### config.mk
export PLATFORM = sky130hd
export DESIGN_NAME = deq_ctrl
export DESIGN_NICKNAME = d
export VERILOG_FILES = /design/src/rtl/deq_pkg.sv /design/src/rtl/deq_ctrl.sv
export SDC_FILE = /design/constraint.sdc
export NUM_CORES = 1
export LEC_CHECK = 0
export BUFFER_PORTS_ARGS = -buffer_cell sky130_fd_sc_hd__buf_2
export CAP_MARGIN = 30
export CORE_AREA = 2 2 39 41
export DETAILED_ROUTE_END_ITERATION = 6
export DIE_AREA = 0 0 41 43
export PLACE_DENSITY = 0.32
export SLEW_MARGIN = 40
export SYNTH_ARGS = -nofsm -noshare
export SYNTH_HDL_FRONTEND = slang
export SYNTH_SLANG_ARGS = --single-unit
### constraint.sdc
create_clock -name clk -period 1.13 [get_ports clk]
set_clock_uncertainty 0.15 [all_clocks]
set_input_delay 0.0565 -clock clk [delete_from_list [all_inputs] [get_ports clk]]
set_output_delay 0.0565 -clock clk [all_outputs]
set_load 0.05 [all_outputs]
### src/rtl/deq_pkg.sv
// Shared types and constants for the double-ended queue.
package deq_pkg;

	localparam int unsigned DEF_DEPTH = 1024;
	localparam int unsigned WORD_W    = 32;
	localparam int unsigned COUNT_W   = 11;
	localparam int unsigned ACTION_W  = 3;

	localparam logic [ACTION_W-1:0] ACT_PUSH_FRONT = 3'd0;
	localparam logic [ACTION_W-1:0] ACT_PUSH_BACK  = 3'd1;
	localparam logic [ACTION_W-1:0] ACT_POP_FRONT  = 3'd2;
	localparam logic [ACTION_W-1:0] ACT_POP_BACK   = 3'd3;
	localparam logic [ACTION_W-1:0] ACT_QUERY      = 3'd4;

	localparam logic [WORD_W-1:0] NEG_ONE = '1;

	// Controller to datapath
	typedef struct packed {
		logic load;   // capture input word
		logic exec;   // move pointers, write or read popped entry
		logic view;   // capture popped, read front and back
		logic emit;   // load output register
	} deq_cmd_t;

	// Datapath to controller
	typedef struct packed {
		logic out_stall;  // output register holds a word not yet taken
	} deq_sts_t;

endpackage

### src/rtl/deq_ctrl.sv
// Sequencing state machine for the double-ended queue.
module deq_ctrl (
	input  logic              clk,
	input  logic              arst_n,
	input  logic              s_tvalid,
	output logic              s_tready,
	input  deq_pkg::deq_sts_t sts,
	output deq_pkg::deq_cmd_t cmd
);

	typedef enum logic [1:0] {
		ST_IDLE,
		ST_EXEC,
		ST_VIEW,
		ST_DONE
	} state_t;

	state_t state_q;

	always_ff @(posedge clk or negedge arst_n) begin
		if (!arst_n) begin
			state_q <= ST_IDLE;
		end else begin
			case (state_q)
				ST_IDLE: begin
					if (s_tvalid) state_q <= ST_EXEC;
				end
				ST_EXEC: state_q <= ST_VIEW;
				ST_VIEW: state_q <= ST_DONE;
				ST_DONE: begin
					if (!sts.out_stall) state_q <= ST_IDLE;
				end
				default: state_q <= ST_IDLE;
			endcase
		end
	end

	assign s_tready = (state_q == ST_IDLE);

	always_comb begin
		cmd      = '0;
		cmd.load = (state_q == ST_IDLE) && s_tvalid;
		cmd.exec = (state_q == ST_EXEC);
		cmd.view = (state_q == ST_VIEW);
		cmd.emit = (state_q == ST_DONE) && !sts.out_stall;
	end

endmodule

Yosys cells after proc, flatten, opt, wreduce, memory -nomap -nowiden

Index checks and enable logic that the tools add are counted.

Muxes and demuxes: 3
Equal/unequal tests: 5
Reduce and logical (&&, ||, !) cells: 5

Operators with widths:

| kind                                                                  | number |
|---|---|
| 2-bit case mux with 4 select lines                                    | 1 |
| 2-bit equality test, second input constant                            | 2 |
| 2-bit 2-to-1 mux                                                      | 2 |
| 2-bit != test, second input constant                                  | 2 |
| 2-bit by 1-bit equality test with 1-bit output, second input constant | 1 |
| 1-bit logical AND                                                     | 2 |
| 2-bit zero test                                                       | 1 |
| 2-bit AND reduction                                                   | 1 |
| 1-bit zero test                                                       | 1 |

Bits of input ports: 4
Output and inout bits: 5
Flip-flop bits (word level): 2
Word-level logic and storage cells: 14

Logic depth before layout (Yosys ltp)

Depth after elaboration: 3
Gate-level depth with buffers: 5
Mapped depth without buffers: 5

Least setup slack after synthesis

Ideal clock, no wire load.

Path type: register to output
Start: reg state_q[1]
End: out cmd[3] (netlist bit)
Cell stages (with the launch flop): 4
Data arrival time: 1.451 ns
Data required time: 0.923 ns
Buffers on the path: 0
Setup slack: -0.528 ns
Path through: dfrtp_1 inv_1 ha_1 and2_2

RTL lines:

| item                   | RTL line       | text |
|---|---|---|
| from (decl)            | deq_ctrl.sv:18 | `state_t state_q;` |
| from (signal assigned) | deq_ctrl.sv:22 | `state_q <= ST_IDLE;` |
| from (signal assigned) | deq_ctrl.sv:26 | `if (s_tvalid) state_q <= ST_EXEC;` |
| from (signal assigned) | deq_ctrl.sv:28 | `ST_EXEC: state_q <= ST_VIEW;` |
| to (decl)              | deq_ctrl.sv:8  | `output deq_pkg::deq_cmd_t cmd` |

==> key figures <==
Timing
  • Relative slew margins: approximately nine tenths
  • Final period utilization: 124%
  • RSZ-0062 raised after global routing: true
  • Final setup viols: 7
  • Final Hold Viols: 0
  • Tmin final: approximately 1400 ps
  • Setup TNS: -1350 ps
  • Fmax: approximately 720 MHz
  • Setup WS post-layout: -266 ps
  • Worst Tran Pin Value: 173 ps
  • Pins Over Slew Limit: 0

Critical path
  • CP startpoint kind: flip-flop
  • Reg2reg path depth: 6
  • Worst R2R Start: state_q[0]
  • CP top delay family: flip-flops
  • Reg-to-reg slack, setup: -180 ps
  • Critical Path Fanout Max: 3
  • Largest stage delay on the critical path: 400 ps
  • FF-to-FF End: state_q[1]
  • CP Data Arrival Time: roughly 1200 ps
  • Crit path kind: flip-flop to primary output
  • CP Cell Sequence: ha_2 -> buf_6 -> nor2b_4 -> buf_6
  • Required time of the worst setup path: 920 ps
  • Buf/Inv on CP: 2
  • Crit-path slowest cell: dfrtp_1
  • Crit. End Element: primary output
  • Crit-path most repeated cell: buf_6

GRT
  • Antenna violations before repair: 0
  • Largest net degree at the start of global routing: 5
  • Global-route wire length before repair: between 700 and 800 microns
  • Grt ovf: 0
  • GR Util All Layers: between 6 and 7%
  • Vias in the first global route: between 150 and 200

Logic synthesis
  • Post-Synthesis Net Count: 25
  • Synth warn: 0
  • Syn Area/Cell: between 10 and 15 sq um
  • Mapped Cells: 17
  • Netlist cell types: 11
  • Synthesized flop and latch total: 2
  • Post-Syn Area: 170 sq um
  • Sequential area share after synthesis: just under 30%

Die
  • Initial core utilization: around an eighth
  • Num rows: 14
  • # IOs: 9
  • Die W: 41 microns
  • Core Footprint: about 0.0014 sq mm
  • Die ar.: about 0.0018 sq mm
  • Die H: between 40 and 50 microns

Final layout
  • Number of flip-flops in the largest register: 2
  • Reg with most FFs: state_q
  • N_diodes: 0
  • Layout cells sized above 1: 82.5%
  • Synth-to-Final Area Change: 175%
  • Top Registers: state_q x2
  • Design area: 468 sq um
  • # nets final: 50
  • Fillcell total: about 150
  • Most common cell after layout, fill and taps aside: buf_6
  • Commonest non-fill, non-tap cells in the layout: buf_6, buf_4, buf_8

Clocking
  • Clock latency at the later pin of the worst-skew pair: around 220 ps
  • CTS tree: yes
  • CTS H-tree lvls: 1
  • CTS Root Cell: clkbuf_4
  • Maximum clock path buffer count: 2
  • CTS clk-pin slew, worst paths: about 30 ps
  • Sink Count: 2
  • CTS buffer count: 3

Place
  • Final HPWL DP: 320 microns
  • Placer Congestion: between 0.6 and 0.7
  • Placed cell area: about 290 sq um
  • Port Buf Inserts: 8

Power
  • Worst vdd rail ir drop: 0.990 mV
  • Pwr/cell area: about 3500 mW/mm^2
  • Static leakage: 0.000212 uW

Route
  • TritonRoute pass-1 iters: 2
  • Via count: 203
  • DRC violations left: 0
  • Vias/cell: about 3.6
  • Routed WL: between 400 and 500 microns
  • DR iter-0 viols: 1
  • Final ANT Viol Nets: 0
  • Routed length per instance: around 8 microns

Hold path
  • Hold crit path type: input pin to flip-flop
  • Worst Hold Launch: s_tvalid
  • Hold Path Cell Cnt: 3
  • Hold Crit Endpoint: state_q[1]

Outcome
  • Status: finished, violations left
  • Failing checks: setup timing

Job
  • Max cap viols: 0
==> cells by family after synthesis <==
logic type	Yosys count	share of synthesized area [%]
and+or+nand+nor	5	20.6
AOI/OAI and AO/OA	4	16.2
adders and majority gates	4	29.4
buffers and inverters	2	4.41
DFF	2	29.4
==> cells in the mapped netlist <==
library cell | count | area, sq um
dfrtp_1 | 2 | 50.1
nand2_1 | 1 | 3.75
inv_1 | 2 | 7.51
a31o_1 | 1 | 8.76
a21oi_1 | 2 | 10.0
ha_1 | 4 | 50.1
nand2b_4 | 1 | 13.8
and2_2 | 1 | 7.51
a21oi_2 | 1 | 8.76
nor2b_1 | 1 | 6.26
nor2_1 | 1 | 3.75
==> power breakdown <==
part	total, uW	internal (uW)	leakage [uW]	switching, uW
Combinational	1330	703	0.000174	622
Sequential	150	113	0.0000238	36.5
Clock	155	117	0.0000138	38.2
==> final cells by class <==
class / instances / area, sq um / share of cell area, %
clock buffers: 3 / 22.5 / 4.81
inverters: 2 / 7.51 / 1.60
multi-input cells: 13 / 168 / 35.8
flip-flops and latches: 2 / 50.0 / 10.7
well taps: 16 / 20.0 / 4.28
repair buffers: 20 / 200 / 42.8
==> routing by layer <==
metal	up-vias	GRT usage, %	share of wire (%)
met3	0	1.57	5.9
met1	96	6.75	38
met5	-	0	0
met4	0	6.00	0
met2	5	9.06	56
li1	102	-	-
==> worst max-delay path by stage <==
stage | startpoint | endpoint | slack (ps) | depth (start not counted)
finish | state_q[0] | cmd[0] | -270 | 4
CTS | state_q[1] | cmd[0] | -270 | 4
floorplan | state_q[0] | state_q[1] | -130 | 5
global route | state_q[0] | cmd[0] | -300 | 4
global placement | state_q[0] | state_q[1] | -140 | 4
detailed placement | state_q[0] | state_q[1] | -160 | 4
==> timing repair <==
item                       CTS  global route
pin swaps                    2             1
setup buffers                5             1
setup endpoints to repair    7             7
hold endpoints to repair     2             0
hold buffers                 2             0
gates resized for setup     22             2
==> tightest hold or removal path, stage by stage <==
cell and delay, ps:
buf_2 90, nand2b_4 130, a31o_1 130
==> stage by stage <==
| step | hold WS [ps] | total power, uW | util [%] | setup slack [ps] | instances |
|---|---|---|---|---|---|
| after floorplan | -389 | 788 | - | -130 | 17 |
| after global placement | -308 | 982 | 20.8 | -144 | 45 |
| after detailed placement | -305 | 983 | 20.8 | -159 | 45 |
| after CTS | 67.3 | 1590 | 32.8 | -273 | 55 |
| after global routing | 85.5 | 1760 | 33.8 | -304 | 56 |
| final | 72.1 | 1630 | 33.8 | -266 | 56 |
(Power assumes the default switching activity.)
